<file path="config.mk">
export PLATFORM = sky130hd
export DESIGN_NAME = round_robin_schedule_sim_core
export DESIGN_NICKNAME = d
export VERILOG_FILES = /design/src/rtl/rrs_pkg.sv /design/src/rtl/rrs_datapath.sv /design/src/rtl/rrs_ctrl.sv /design/src/rtl/round_robin_schedule_sim_core.sv
export SDC_FILE = /design/constraint.sdc
export NUM_CORES = 2
export LEC_CHECK = 0
export BUFFER_PORTS_ARGS = -buffer_cell sky130_fd_sc_hd__buf_4
export CORE_MARGIN = 4
export CORE_UTILIZATION = 41
export CTS_CLUSTER_DIAMETER = 150
export CTS_CLUSTER_SIZE = 25
export DETAILED_ROUTE_END_ITERATION = 16
export PLACE_DENSITY_LB_ADDON = 0.08
export REMOVE_ABC_BUFFERS = 1
export SYNTH_ARGS = -nofsm -noshare
export SYNTH_HDL_FRONTEND = slang
export SYNTH_SLANG_ARGS = --single-unit
export TNS_END_PERCENT = 1
</file>
<file path="constraint.sdc">
create_clock -name clk_i -period 5.3 [get_ports clk_i]
set_input_delay 0.795 -clock clk_i [delete_from_list [all_inputs] [get_ports clk_i]]
set_output_delay 0.795 -clock clk_i [all_outputs]
set_load 0.02 [all_outputs]
</file>
<file path="src/rtl/rrs_pkg.sv">
// ----------------------------------------------------------------------------
// Round-robin schedule simulator package
// Shared item types, controller states, command and status bundles.
// ----------------------------------------------------------------------------
`timescale 1ns / 1ps
`default_nettype none

package rrs_pkg;

  // Default process capacity of the list memories
  localparam int unsigned MaxProcsDefault = 16;

  // Field widths
  localparam int unsigned ValW  = 16;
  localparam int unsigned TimeW = 21;
  localparam int unsigned PidW  = 4;

  // Register file: word address bit of paddr and register codes
  localparam int unsigned PaddrW         = 3;
  localparam logic        RegTimeQuantum = 1'b0;

  // One loaded process
  typedef struct packed {
    logic [ValW-1:0] arrival_time;
    logic [ValW-1:0] burst_time;
    logic            last_item;
  } in_item_t;

  // One per-process result
  typedef struct packed {
    logic [PidW-1:0]  proc_index;
    logic [TimeW-1:0] response_time;
    logic [TimeW-1:0] turnaround_time;
    logic [TimeW-1:0] waiting_time;
    logic             last_result;
  } out_item_t;

  // Controller states
  typedef enum logic [3:0] {
    StIdle,
    StAdmRd,
    StAdmCmp,
    StCheck,
    StPop,
    StDisp,
    StFinish,
    StOutRd,
    StOutEmit
  } state_e;

  // Controller to datapath commands
  typedef struct packed {
    logic load;
    logic adm_check;
    logic jump_time;
    logic pop;
    logic dispatch;
    logic finish;
    logic out_read;
    logic out_emit;
    logic clear;
  } dp_cmd_t;

  // Datapath to controller status
  typedef struct packed {
    logic done_all;
    logic arr_pending;
    logic adm_ok;
    logic queue_empty;
    logic out_last;
  } dp_status_t;

endpackage : rrs_pkg

`default_nettype wire

</file>
<file path="src/rtl/rrs_datapath.sv">
// ----------------------------------------------------------------------------
// Round-robin schedule simulator datapath
// Process memories, circular ready queue, time and count registers, and the
// result register. Acts only on commands from the controller.
// ----------------------------------------------------------------------------
`timescale 1ns / 1ps
`default_nettype none

module rrs_datapath import rrs_pkg::*; #(
  parameter int unsigned MaxProcs = MaxProcsDefault
) (
  input  wire logic            clk_i,
  input  wire logic            rst_ni,
  input  wire in_item_t        item_i,
  input  wire logic [ValW-1:0] quantum_i,
  input  wire dp_cmd_t         cmd_i,
  output dp_status_t           status_o,
  output out_item_t            result_o,
  output logic                 result_strobe_o
);

  localparam int unsigned IdxW = (MaxProcs > 1) ? $clog2(MaxProcs) : 1;
  localparam int unsigned CntW = $clog2(MaxProcs + 1);
  localparam logic [CntW-1:0] MaxCnt  = CntW'(MaxProcs);
  localparam logic [IdxW-1:0] LastIdx = IdxW'(MaxProcs - 1);

  // Memories
  logic [2*ValW-1:0] proc_mem  [MaxProcs];
  logic [ValW-1:0]   rem_mem   [MaxProcs];
  logic [TimeW-1:0]  resp_mem  [MaxProcs];
  logic [TimeW-1:0]  turn_mem  [MaxProcs];
  logic [IdxW-1:0]   queue_mem [MaxProcs];

  // Control registers
  logic [CntW-1:0]     loaded_q, next_arr_q, completed_q, count_q;
  logic [IdxW-1:0]     head_q, tail_q, out_k_q;
  logic [TimeW-1:0]    cur_time_q;
  logic [MaxProcs-1:0] started_q;

  // Payload registers
  logic [IdxW-1:0]   idx_q, queue_rd_q;
  logic [2*ValW-1:0] proc_rd_q;
  logic [ValW-1:0]   rem_rd_q, wake_time_q, cur_arr_q, rem_left_q;
  logic [TimeW-1:0]  resp_rd_q, turn_rd_q;
  out_item_t         result_q;
  logic              strobe_q;

  // Combinational helpers
  logic            load_ok;
  logic [IdxW-1:0] head_inc, tail_inc, proc_raddr, push_idx;
  logic            push_en;
  logic [ValW-1:0] rd_arrival, rd_burst, slice, rem_new;
  logic            rem_we;
  logic [IdxW-1:0] rem_waddr;
  logic [ValW-1:0] rem_wdata;
  logic            finish_done;
  logic [TimeW-1:0] wait_time;

  assign rd_arrival = proc_rd_q[2*ValW-1:ValW];
  assign rd_burst   = proc_rd_q[ValW-1:0];
  assign load_ok    = cmd_i.load && (loaded_q < MaxCnt);
  assign head_inc   = (head_q == LastIdx) ? '0 : head_q + 1'b1;
  assign tail_inc   = (tail_q == LastIdx) ? '0 : tail_q + 1'b1;

  // Slice is the smaller of the remaining work and the quantum
  assign slice   = (rem_rd_q > quantum_i) ? quantum_i : rem_rd_q;
  assign rem_new = rem_rd_q - slice;

  assign finish_done = cmd_i.finish && (rem_left_q == '0);

  // Push new arrivals, or put a preempted process back at the tail
  always_comb begin
    push_en  = 1'b0;
    push_idx = idx_q;
    if (cmd_i.adm_check && status_o.adm_ok) begin
      push_en  = 1'b1;
      push_idx = next_arr_q[IdxW-1:0];
    end else if (cmd_i.finish && (rem_left_q != '0)) begin
      push_en  = 1'b1;
    end
  end

  // Shared read address of the process and remaining-work memories
  always_comb begin
    if (cmd_i.pop) begin
      proc_raddr = queue_rd_q;
    end else if (cmd_i.out_read) begin
      proc_raddr = out_k_q;
    end else begin
      proc_raddr = next_arr_q[IdxW-1:0];
    end
  end

  // Single write port of the remaining-work memory
  always_comb begin
    rem_we    = 1'b0;
    rem_waddr = idx_q;
    rem_wdata = rem_new;
    if (load_ok) begin
      rem_we    = 1'b1;
      rem_waddr = loaded_q[IdxW-1:0];
      rem_wdata = item_i.burst_time;
    end else if (cmd_i.dispatch) begin
      rem_we    = 1'b1;
    end
  end

  assign wait_time = turn_rd_q - TimeW'(rd_burst);

  // Status back to the controller
  always_comb begin
    status_o.done_all    = (completed_q == loaded_q);
    status_o.arr_pending = (next_arr_q < loaded_q);
    status_o.adm_ok      = (TimeW'(rd_arrival) <= cur_time_q);
    status_o.queue_empty = (count_q == '0);
    status_o.out_last    = ((CntW'(out_k_q) + CntW'(1)) == loaded_q);
  end

  // Counters, queue pointers, clock and started flags
  always_ff @(posedge clk_i or negedge rst_ni) begin
    if (!rst_ni) begin
      loaded_q    <= '0;
      next_arr_q  <= '0;
      completed_q <= '0;
      count_q     <= '0;
      head_q      <= '0;
      tail_q      <= '0;
      out_k_q     <= '0;
      cur_time_q  <= '0;
      started_q   <= '0;
      strobe_q    <= 1'b0;
    end else begin
      strobe_q <= cmd_i.out_emit;
      if (cmd_i.clear) begin
        loaded_q    <= '0;
        next_arr_q  <= '0;
        completed_q <= '0;
        count_q     <= '0;
        head_q      <= '0;
        tail_q      <= '0;
        out_k_q     <= '0;
        cur_time_q  <= '0;
        started_q   <= '0;
      end else begin
        if (load_ok) begin
          loaded_q <= loaded_q + 1'b1;
        end
        if (push_en) begin
          tail_q  <= tail_inc;
          count_q <= count_q + 1'b1;
        end
        if (cmd_i.pop) begin
          head_q  <= head_inc;
          count_q <= count_q - 1'b1;
        end
        if (cmd_i.adm_check && status_o.adm_ok) begin
          next_arr_q <= next_arr_q + 1'b1;
        end
        if (cmd_i.jump_time) begin
          cur_time_q <= TimeW'(wake_time_q);
        end
        if (cmd_i.dispatch) begin
          cur_time_q        <= cur_time_q + TimeW'(slice);
          started_q[idx_q]  <= 1'b1;
        end
        if (finish_done) begin
          completed_q <= completed_q + 1'b1;
        end
        if (cmd_i.out_emit) begin
          out_k_q <= out_k_q + 1'b1;
        end
      end
    end
  end

  // Memory writes and registered reads
  always_ff @(posedge clk_i) begin
    if (load_ok) begin
      proc_mem[loaded_q[IdxW-1:0]] <= {item_i.arrival_time, item_i.burst_time};
    end
    if (rem_we) begin
      rem_mem[rem_waddr] <= rem_wdata;
    end
    if (push_en) begin
      queue_mem[tail_q] <= push_idx;
    end
    if (cmd_i.dispatch && !started_q[idx_q]) begin
      resp_mem[idx_q] <= cur_time_q - TimeW'(rd_arrival);
    end
    if (finish_done) begin
      turn_mem[idx_q] <= cur_time_q - TimeW'(cur_arr_q);
    end
    proc_rd_q  <= proc_mem[proc_raddr];
    rem_rd_q   <= rem_mem[proc_raddr];
    resp_rd_q  <= resp_mem[out_k_q];
    turn_rd_q  <= turn_mem[out_k_q];
    queue_rd_q <= queue_mem[head_q];
  end

  // Dispatch bookkeeping and the result register
  always_ff @(posedge clk_i) begin
    if (cmd_i.pop) begin
      idx_q <= queue_rd_q;
    end
    if (cmd_i.adm_check && !status_o.adm_ok) begin
      wake_time_q <= rd_arrival;
    end
    if (cmd_i.dispatch) begin
      cur_arr_q  <= rd_arrival;
      rem_left_q <= rem_new;
    end
    if (cmd_i.out_emit) begin
      result_q.proc_index      <= PidW'(out_k_q);
      result_q.response_time   <= resp_rd_q;
      result_q.turnaround_time <= turn_rd_q;
      result_q.waiting_time    <= wait_time;
      result_q.last_result     <= status_o.out_last;
    end
  end

  assign result_o        = result_q;
  assign result_strobe_o = strobe_q;

endmodule : rrs_datapath

`default_nettype wire

</file>
<file path="src/rtl/rrs_ctrl.sv">
// ----------------------------------------------------------------------------
// Round-robin schedule simulator controller
// Sequences loading, the admit/dispatch loop and the result readout.
// ----------------------------------------------------------------------------
`timescale 1ns / 1ps
`default_nettype none

module rrs_ctrl import rrs_pkg::*; (
  input  wire logic       clk_i,
  input  wire logic       rst_ni,
  input  wire logic       start_i,
  input  wire logic       last_i,
  input  wire dp_status_t status_i,
  output dp_cmd_t         cmd_o,
  output logic            busy_o
);

  state_e state_q, state_d;
  // Admit pass after a slice rather than at the top of the loop
  logic   post_q, post_d;

  // State register
  always_ff @(posedge clk_i or negedge rst_ni) begin
    if (!rst_ni) begin
      state_q <= StIdle;
      post_q  <= 1'b0;
    end else begin
      state_q <= state_d;
      post_q  <= post_d;
    end
  end

  // Next state and commands
  always_comb begin
    state_d = state_q;
    post_d  = post_q;
    cmd_o   = '0;
    busy_o  = 1'b1;
    case (state_q)
      StIdle: begin
        busy_o = 1'b0;
        if (start_i) begin
          cmd_o.load = 1'b1;
          if (last_i) begin
            post_d  = 1'b0;
            state_d = StAdmRd;
          end
        end
      end
      StAdmRd: begin
        if (!post_q && status_i.done_all) begin
          state_d = StOutRd;
        end else if (status_i.arr_pending) begin
          state_d = StAdmCmp;
        end else begin
          state_d = post_q ? StFinish : StCheck;
        end
      end
      StAdmCmp: begin
        cmd_o.adm_check = 1'b1;
        if (status_i.adm_ok) begin
          state_d = StAdmRd;
        end else begin
          state_d = post_q ? StFinish : StCheck;
        end
      end
      StCheck: begin
        if (!status_i.queue_empty) begin
          state_d = StPop;
        end else if (status_i.arr_pending) begin
          // idle gap: jump the clock to the next arrival
          cmd_o.jump_time = 1'b1;
          state_d         = StAdmRd;
        end else begin
          state_d = StOutRd;
        end
      end
      StPop: begin
        cmd_o.pop = 1'b1;
        state_d   = StDisp;
      end
      StDisp: begin
        cmd_o.dispatch = 1'b1;
        post_d         = 1'b1;
        state_d        = StAdmRd;
      end
      StFinish: begin
        cmd_o.finish = 1'b1;
        post_d       = 1'b0;
        state_d      = StAdmRd;
      end
      StOutRd: begin
        cmd_o.out_read = 1'b1;
        state_d        = StOutEmit;
      end
      StOutEmit: begin
        cmd_o.out_emit = 1'b1;
        if (status_i.out_last) begin
          cmd_o.clear = 1'b1;
          state_d     = StIdle;
        end else begin
          state_d = StOutRd;
        end
      end
      default: begin
        state_d = StIdle;
      end
    endcase
  end

endmodule : rrs_ctrl

`default_nettype wire

</file>
<file path="src/rtl/round_robin_schedule_sim_core.sv">
// ----------------------------------------------------------------------------
// Round-robin schedule simulator core
// Loads a process list, simulates round-robin scheduling with a programmable
// quantum and emits response, turnaround and waiting time per process.
//
//   Channel  | Ports                                   | Handshake
//   ---------+-----------------------------------------+--------------------
//   input    | start, busy, item_i                     | start && !busy
//   result   | result_strobe_o, result_o               | strobe, one cycle
//   config   | psel, penable, pwrite, paddr, pwdata,   | APB write access
//            | prdata, pready                          | phase, pready = 1
//
// Loading accepts one item per cycle; busy stays low while the list fills.
// The item flagged last starts the simulation: each admitted arrival takes
// a memory read and a compare state. A dispatch steps through queue check,
// pop, slice, post-slice admit read, requeue or retire, loop-top admit read,
// plus a failed compare after the slice and one at the top of the loop while
// a later arrival is still pending. An idle clock jump is made in the queue
// check state. Readout then takes a read and an emit state per process, for
// the registered memory read ports. All list state is cleared on the last
// result; no clearing pass is needed after reset. Results cannot be stalled.
// ----------------------------------------------------------------------------
`timescale 1ns / 1ps
`default_nettype none

module round_robin_schedule_sim_core import rrs_pkg::*; #(
  parameter int unsigned MaxProcs = MaxProcsDefault
) (
  input  wire logic              clk_i,
  input  wire logic              rst_ni,
  input  wire logic              start,
  output logic                   busy,
  input  wire in_item_t          item_i,
  output logic                   result_strobe_o,
  output out_item_t              result_o,
  input  wire logic              psel,
  input  wire logic              penable,
  input  wire logic              pwrite,
  input  wire logic [PaddrW-1:0] paddr,
  input  wire logic [31:0]       pwdata,
  output logic [31:0]            prdata,
  output logic                   pready
);

  logic [ValW-1:0] quantum_q;
  logic [ValW-1:0] quantum_eff;
  dp_cmd_t         cmd;
  dp_status_t      status;

  // Quantum register
  always_ff @(posedge clk_i or negedge rst_ni) begin
    if (!rst_ni) begin
      quantum_q <= ValW'(1);
    end else if (psel && penable && pwrite && (paddr[2] == RegTimeQuantum)) begin
      quantum_q <= pwdata[ValW-1:0];
    end
  end

  // Register readback
  always_comb begin
    prdata = '0;
    if (paddr[2] == RegTimeQuantum) begin
      prdata = {{(32-ValW){1'b0}}, quantum_q};
    end
  end

  assign pready = 1'b1;

  // A zero quantum runs as a quantum of one
  assign quantum_eff = (quantum_q == '0) ? ValW'(1) : quantum_q;

  rrs_ctrl u_ctrl (
    .clk_i    (clk_i),
    .rst_ni   (rst_ni),
    .start_i  (start),
    .last_i   (item_i.last_item),
    .status_i (status),
    .cmd_o    (cmd),
    .busy_o   (busy)
  );

  rrs_datapath #(
    .MaxProcs (MaxProcs)
  ) u_datapath (
    .clk_i           (clk_i),
    .rst_ni          (rst_ni),
    .item_i          (item_i),
    .quantum_i       (quantum_eff),
    .cmd_i           (cmd),
    .status_o        (status),
    .result_o        (result_o),
    .result_strobe_o (result_strobe_o)
  );

endmodule : round_robin_schedule_sim_core

`default_nettype wire

</file>
After elaboration in Yosys (flattened, before gate mapping)
Memory sizes are Yosys's and may differ from the RTL's. A register that Yosys moved wholly into a read port is not among the register bits.
Cells that the tools add are included.
{"block": "op_classes", "mux": 74, "n_eq_ne": 14, "order_cmp": 6, "n_addsub": 14, "bitwise_logic": 2, "reduce_logical": 32}
{"cell": "2-to-1 mux 16 bit", "n": 6}
{"cell": "2-to-1 mux 4 bit", "n": 17}
{"cell": "2-to-1 mux 21 bit", "n": 3}
{"cell": "subtractor 21 x 16 -> 21 bit", "n": 3}
{"cell": "2-to-1 mux 5 bit", "n": 9}
{"cell": "logical NOT 16 bit", "n": 2}
{"cell": "case mux 4 bit (8 select lines)", "n": 1}
{"cell": "2-to-1 mux 1 bit", "n": 30}
{"cell": "adder 21 x 16 -> 21 bit", "n": 1}
{"cell": "<= comparator 16 x 21 -> 1 bit", "n": 1}
{"cell": "adder 5 x 1 -> 5 bit, second input constant", "n": 4}
{"cell": "equality test 4 x 3 -> 1 bit, second input constant", "n": 4}
{"cell": "greater-than comparator 16 bit", "n": 1}
{"cell": "OR 16 bit", "n": 1}
{"cell": "nonzero test 16 bit", "n": 1}
{"cell": "subtractor 16 bit", "n": 1}
{"cell": "nonzero test 2 bit", "n": 7}
{"cell": "adder 4 x 1 -> 4 bit, second input constant", "n": 3}
{"cell": "equality test 4 bit, second input constant", "n": 3}
{"cell": "2-to-1 mux 3 bit", "n": 4}
{"cell": "logical AND 1 bit", "n": 11}
{"cell": "equality test 5 bit", "n": 2}
{"cell": "nonzero test 3 bit", "n": 3}
{"cell": "equality test 4 x 2 -> 1 bit, second input constant", "n": 2}
{"cell": "19 further kinds", "n": 22}
{"block": "word_totals", "out_inout_bits": 103, "mem_bits_rw": 1504, "in_bits": 74, "word_cells": 169, "regBits": 211, "n_memories": 5}
{"name": "u_datapath.proc_mem", "words": 16, "word_bits": 32, "rd": 1, "rd_ports_with_merged_regs": 1, "wr": 1, "line": "rrs_datapath.sv:28", "rtl": "logic [2*ValW-1:0] proc_mem [MaxProcs];"}
{"name": "u_datapath.resp_mem", "words": 16, "word_bits": 21, "rd": 1, "rd_ports_with_merged_regs": 1, "wr": 1, "line": "rrs_datapath.sv:30", "rtl": "logic [TimeW-1:0] resp_mem [MaxProcs];"}
{"name": "u_datapath.turn_mem", "words": 16, "word_bits": 21, "rd": 1, "rd_ports_with_merged_regs": 1, "wr": 1, "line": "rrs_datapath.sv:31", "rtl": "logic [TimeW-1:0] turn_mem [MaxProcs];"}
{"name": "u_datapath.rem_mem", "words": 16, "word_bits": 16, "rd": 1, "rd_ports_with_merged_regs": 1, "wr": 1, "line": "rrs_datapath.sv:29", "rtl": "logic [ValW-1:0] rem_mem [MaxProcs];"}
{"name": "u_datapath.queue_mem", "words": 16, "word_bits": 4, "rd": 1, "rd_ports_with_merged_regs": 1, "wr": 1, "line": "rrs_datapath.sv:32", "rtl": "logic [IdxW-1:0] queue_mem [MaxProcs];"}

Depth between registers and ports, before layout
{"block": "logic_depth", "depth_word": 8, "depth_mapped": 23, "ltp_nobuf": 22}

By module
Synthesis repeated with hierarchy kept, for this count alone.
{"block": "unflattened", "cells_unflattened": 3937, "area_unflattened_um2": 73377.9}
{"module": "rrs_datapath", "cells_each": 3783, "instances": 1, "seq_area_each_um2": 52400.3, "area_each_um2": 71931.5}
{"module": "round_robin_schedule_sim_core", "cells_each": 90, "instances": 1, "seq_area_each_um2": 401.6, "area_each_um2": 991.0}
{"module": "rrs_ctrl", "cells_each": 64, "instances": 1, "seq_area_each_um2": 125.1, "area_each_um2": 455.4}

Least setup slack after synthesis
OpenSTA, ideal clock, no wires.
{"block": "synth_path", "kind": "register to register", "from": "register quantum_q[15]", "to": "memory u_datapath.rem_mem[0][12] (data pin)", "setup_ns": 0.285, "n_path_buf": 1, "required_time_ns": 5.015, "arrival_time_ns": 4.312, "setup_slack_ns": 0.703, "period_less_slack_ns": 4.597, "path_stages_with_launch": 19, "path_cell_list": "dfrtp_1 inv_1 ha_1 nand4_1 or3_1 o221a_2 nor2_1 buf_2 mux2i_1 inv_1 fa_1 nor2b_1 o21ai_0 a21boi_0 o21ai_0 o21bai_1 o21ai_0 xnor2_1 mux2_2"}
{"block": "synth_via", "elab_chain_cells": 6}
{"item": "start: declaration", "line": "round_robin_schedule_sim_core.sv:45", "rtl": "logic [ValW-1:0] quantum_q;"}
{"item": "start signal: assignment", "line": "round_robin_schedule_sim_core.sv:53", "rtl": "quantum_q <= ValW'(1);"}
{"item": "start signal: assignment", "line": "round_robin_schedule_sim_core.sv:55", "rtl": "quantum_q <= pwdata[ValW-1:0];"}
{"item": "logical NOT 16 bit", "line": "round_robin_schedule_sim_core.sv:70", "rtl": "assign quantum_eff = (quantum_q == '0) ? ValW'(1) : quantum_q;"}
{"item": "2-to-1 mux 16 bit (*)", "line": "round_robin_schedule_sim_core.sv:70"}
{"item": "greater-than comparator 16 bit", "line": "rrs_datapath.sv:66", "rtl": "assign slice = (rem_rd_q > quantum_i) ? quantum_i : rem_rd_q;"}
{"item": "2-to-1 mux 16 bit (*)", "line": "rrs_datapath.sv:66"}
{"item": "subtractor 16 bit (*)", "line": "rrs_datapath.sv:67", "rtl": "assign rem_new = rem_rd_q - slice;"}
{"item": "via u_datapath.rem_new[12]", "line": "rrs_datapath.sv:52", "rtl": "logic [ValW-1:0] rd_arrival, rd_burst, slice, rem_new;"}
{"item": "2-to-1 mux 16 bit (*)", "line": "rrs_datapath.sv:99", "rtl": "if (load_ok) begin"}
{"item": "via u_datapath.rem_wdata[12]", "line": "rrs_datapath.sv:55", "rtl": "logic [ValW-1:0] rem_wdata;"}
{"item": "end: declaration", "line": "rrs_datapath.sv:29"}
Mark *: on every way through the listed nets, which the timed path passes. The rest lies on a longest branch.

Final worst setup path
{"block": "layout_path", "from": "register quantum_q[14]", "to": "memory u_datapath.rem_mem[2][11] (data pin)"}
Same word-level chain as after synthesis.

==> impl_results.md <==
* Multiplexer area fraction after synthesis at 0.135
* Adder-Cell Fraction of Synth Area at 0.0214
* Root Driver: clkbuf_16
* Global-route wire length before repair at about 280000 µm
* Largest family of logic cells by synthesized area: multiplexers
* WP data required at between 5000 and 6000 ps
* Post-Synth XOR/XNOR Area at 0.0123
* Clock Path Buffers at 3
* FILL cells at 15200
* Syn Area/Cell at 17.6 µm²
* CTS tree: done
* Startpoint Class: register
* Vias/cell at 5.53
* Dpl hpwl at ~110000 µm
* Vias at 37100
* Sequential element share of the synthesized area at 0.727
* Synth warn at 0
* Max cap viols at 0
* Fmax at about 200 MHz
* Die ar. at 0.184 mm²
* Arrival time of the worst setup path at 5320 ps
* CP max stage cell: dfrtp_1
* Drt first pass iters at 5
* EDFF count, synth at roughly 1600
* Synth Area in Compound Gates at 0.0443
* Worst hold slack at 136 ps
* WS Path Type: register to register
* Final hold vios at 0
* Area grow syn2layout at 10.1%
* #FFs+latches synth at roughly 1800
* H-tree Lvls at 3
* Core box area at 0.176 mm²
* Synth cell types at 90
* Largest net degree at the start of global routing at 142
* Period Utilization, post-route at 0.923
* Post-Layout Cell Count at ~6700
* Skew-Pair Late Insertion Delay at 740 ps
* Final nets at 4518
* Detail Route Antenna Nets at 0
* Post-Syn Instances at 4130
* Starting Density at 0.413
* Slew HR at 0.171
* Crit-path cells: inv_1, ha_1, nand4_1, or3_1, o221a_2, nor2_2, buf_4, mux2_2, inv_1, ha_1, and3_1, a21oi_1, nand3b_1, a41oi_1, o21bai_1, a21oi_1, xnor2_1, mux2_2
* Clock slew at reported path FFs at 110 ps
* Synthesized area at 0.0728 mm²
* Min-delay worst type: input port to async pin
* Post-synth ARST share at 0.0503
* Worst-Margin Slew at 1230 ps
* Critical Path Start: quantum_q[14]$_DFFE_PN0P_
* CP max FO at 16
* Critical path endpoint category: register
* Leak at 27.7 nW
* Routability congestion estimate at 0.798
* Status: completed
* Final setup fails at 0
* Pwr per Cell Area at 603 mW/mm²
* Final Util at 0.455
* Synth Flop Type: edfxtp_1
* Wire length per cell at 28.5 µm
* Final WL at 192000 µm
* Vias in the first global route at 37800
* Fin crit period at ~5000 ps
* Clk sinks at 1809
* GRT overflow at 0
* Initial antenna violation count at 11
* Busiest layer in global routing: met2
* Reg2reg setup slack at 410 ps
* Met1 usage at 0.284
* Die Ht at 429 µm
* RSZ-0062 raised after global routing: no
* R2r startpoint: quantum_q[14]$_DFFE_PN0P_
* DP Cell Count at 6579
* Total GRT Usage at 0.205
* Fraction of final layout cells with drive strength greater than 1 at 0.180
* Pwr Total at 48.4 mW
* DR iter-0 viols at ~3200
* Worst-case clock skew at approximately 45 ps
* Die X at 429 µm
* Drt drc at 0
* Simple-gate share of the synthesized area at 0.0395
* Routing usage on met3 at 0.0233
* FP Rows at 154
* Slowest Stage Delay on Critical Path at 440 ps
* Max VDD drop at 0.660 mV
* IO buf count at 141
* IO Count at ~180
* Setup TNS at 0 ps
* M2 GR Usage at 0.355
* CTS Buf Count at 82
* Fin. max-slew vios at 0
[layout make-up]
type | instances | area, µm² | share of cell area
diodes | 5 | 12.5 | 0.000156
clock buffers | 129 | 2310 | 0.0289
clock inverters | 2 | 32.5 | 0.000406
inverters | 124 | 468 | 0.00584
multi-input cells | 2006 | 19100 | 0.238
flip-flops and latches | 1809 | 52900 | 0.660
well taps | 2340 | 2930 | 0.0365
repair buffers | 300 | 2430 | 0.0303
[sequential cells by signal, summed over array words and instances, names as in the netlist, 16 cells and up]
register,count
u_datapath.rem_rd_q,16
u_datapath.cur_time_q,21
u_datapath.turn_rd_q,21
u_datapath.resp_rd_q,21
u_datapath.result_o,68
u_datapath.rem_left_q,16
u_datapath.proc_mem,512
quantum_q,16
u_datapath.resp_mem,336
u_datapath.wake_time_q,16
u_datapath.started_q,16
u_datapath.queue_mem,64
u_datapath.turn_mem,336
u_datapath.proc_rd_q,32
u_datapath.rem_mem,256
u_datapath.cur_arr_q,16
[power breakdown]
group / internal (mW) / switching, mW
clock: 3.05 / 4.37
combinational: 6.66 / 12.2
sequential: 20.9 / 1.19
[metrics by stage]
stage	cell area, µm²	setup slack (ps)
2_1_floorplan	71900	-12920
3_3_place_gp	77800	296
3_5_place_dp	77800	248
4_1_cts	80200	232
5_1_grt	80200	77.2
6_report	80200	409
[layout by cell type (no fill, tap or decap), drive strengths merged, types with 91 or more instances in the layout]
master and n:
inv 124, nor2 199, edfxtp 1624, o22ai 189
clkbuf 129, a21oi 91, mux4 235, mux2i 392
nand2 140, ha 115, buf 300, dfxtp 94
[metal layers]
metal | wire length [µm] | part of all wire | vias to the layer above
met2 | 96500 | 0.50 | 688
met1 | 85200 | 0.44 | 19600
li1 | - | - | 16600
met3 | 6770 | 0.035 | 158
met4 | 3030 | 0.016 | 2
met5 | 13 | 0.000068 | -
[final timing paths]
| path | endpoint | cells past startpoint |
|---|---|---|
| hold reg to reg | u_datapath.result_o[53]$_DFFE_PP_ | 0 |
| hold / removal | quantum_q[7]$_DFFE_PN0P_ | 1 |
| setup / recovery | u_datapath.rem_mem[2][11]$_DFFE_PP_ | 18 |
| setup reg to reg | u_datapath.rem_mem[2][11]$_DFFE_PP_ | 18 |
| min in group clk_i | quantum_q[7]$_DFFE_PN0P_ | 2 |
| max in group asynchronous | u_datapath.out_k_q[2]$_DFFE_PN0P_ | 2 |
[Yosys cell counts (4+ instances only)]
master,instances,area share
o21bai_1,7,0.00072
clkbuf_1,78,0.0040
nor4_1,13,0.0011
inv_1,121,0.0062
o21ai_0,69,0.0047
nand2b_1,16,0.0014
a21oi_1,89,0.0061
nand3_1,29,0.0020
o31ai_1,8,0.00082
nand2_1,139,0.0072
a21o_1,24,0.0025
mux2_2,56,0.0087
or3_1,9,0.00077
nor2_1,199,0.010
and4b_1,4,0.00055
or2_2,4,0.00034
nor2b_1,25,0.0021
and2_1,8,0.00069
buf_4,32,0.0033
or4_1,42,0.0043
o211ai_1,6,0.00062
and3_1,9,0.00077
nor4b_1,4,0.00048
nor4bb_1,4,0.00055
edfxtp_1,1624,0.67
a31oi_1,18,0.0015
nand4_1,18,0.0015
buf_2,81,0.0056
nor3_1,43,0.0030
ha_1,115,0.020
xnor2_1,59,0.0071
buf_1,13,0.00067
fa_1,6,0.0016
dfxtp_1,94,0.026
o22ai_1,189,0.016
mux2i_1,390,0.054
xor2_1,43,0.0052
o221ai_1,12,0.0014
dfrtp_1,90,0.031
o21ai_1,6,0.00041
nor3b_1,8,0.00082
mux4_2,235,0.073
o21a_1,18,0.0019
[kinds of logic (layout without fill, tap and decap cells)]
kind of cell	count (synthesis)	after routing
other	2	22
buffers and inverters	330	555
AND/OR/NAND/NOR	586	586
multiplexers	683	683
XOR/XNOR	102	102
adder cells (fa/ha/maj)	121	121
flip-flops	1809	1809
AO/OA/AOI/OAI	497	497
[worst max-delay path, delay by kind of cell, from the launching register on]
family                   cells  cell delay (ps)
XOR/XNOR                     1              160
multiplexers                 2              820
flip-flops                   1              440
adder cells (fa/ha/maj)      2              560
AO/OA/AOI/OAI                5             1030
buffers and inverters        3              420
AND/OR/NAND/NOR              5             1150
[what timing repair did]
item                       4_1_cts  5_1_grt
hold buffers                     0        0
buffers inserted                 0        0
setup endpoints to repair        0      117
gates resized for setup          0        2
No activity file was read; power rests on OpenSTA's default activity.
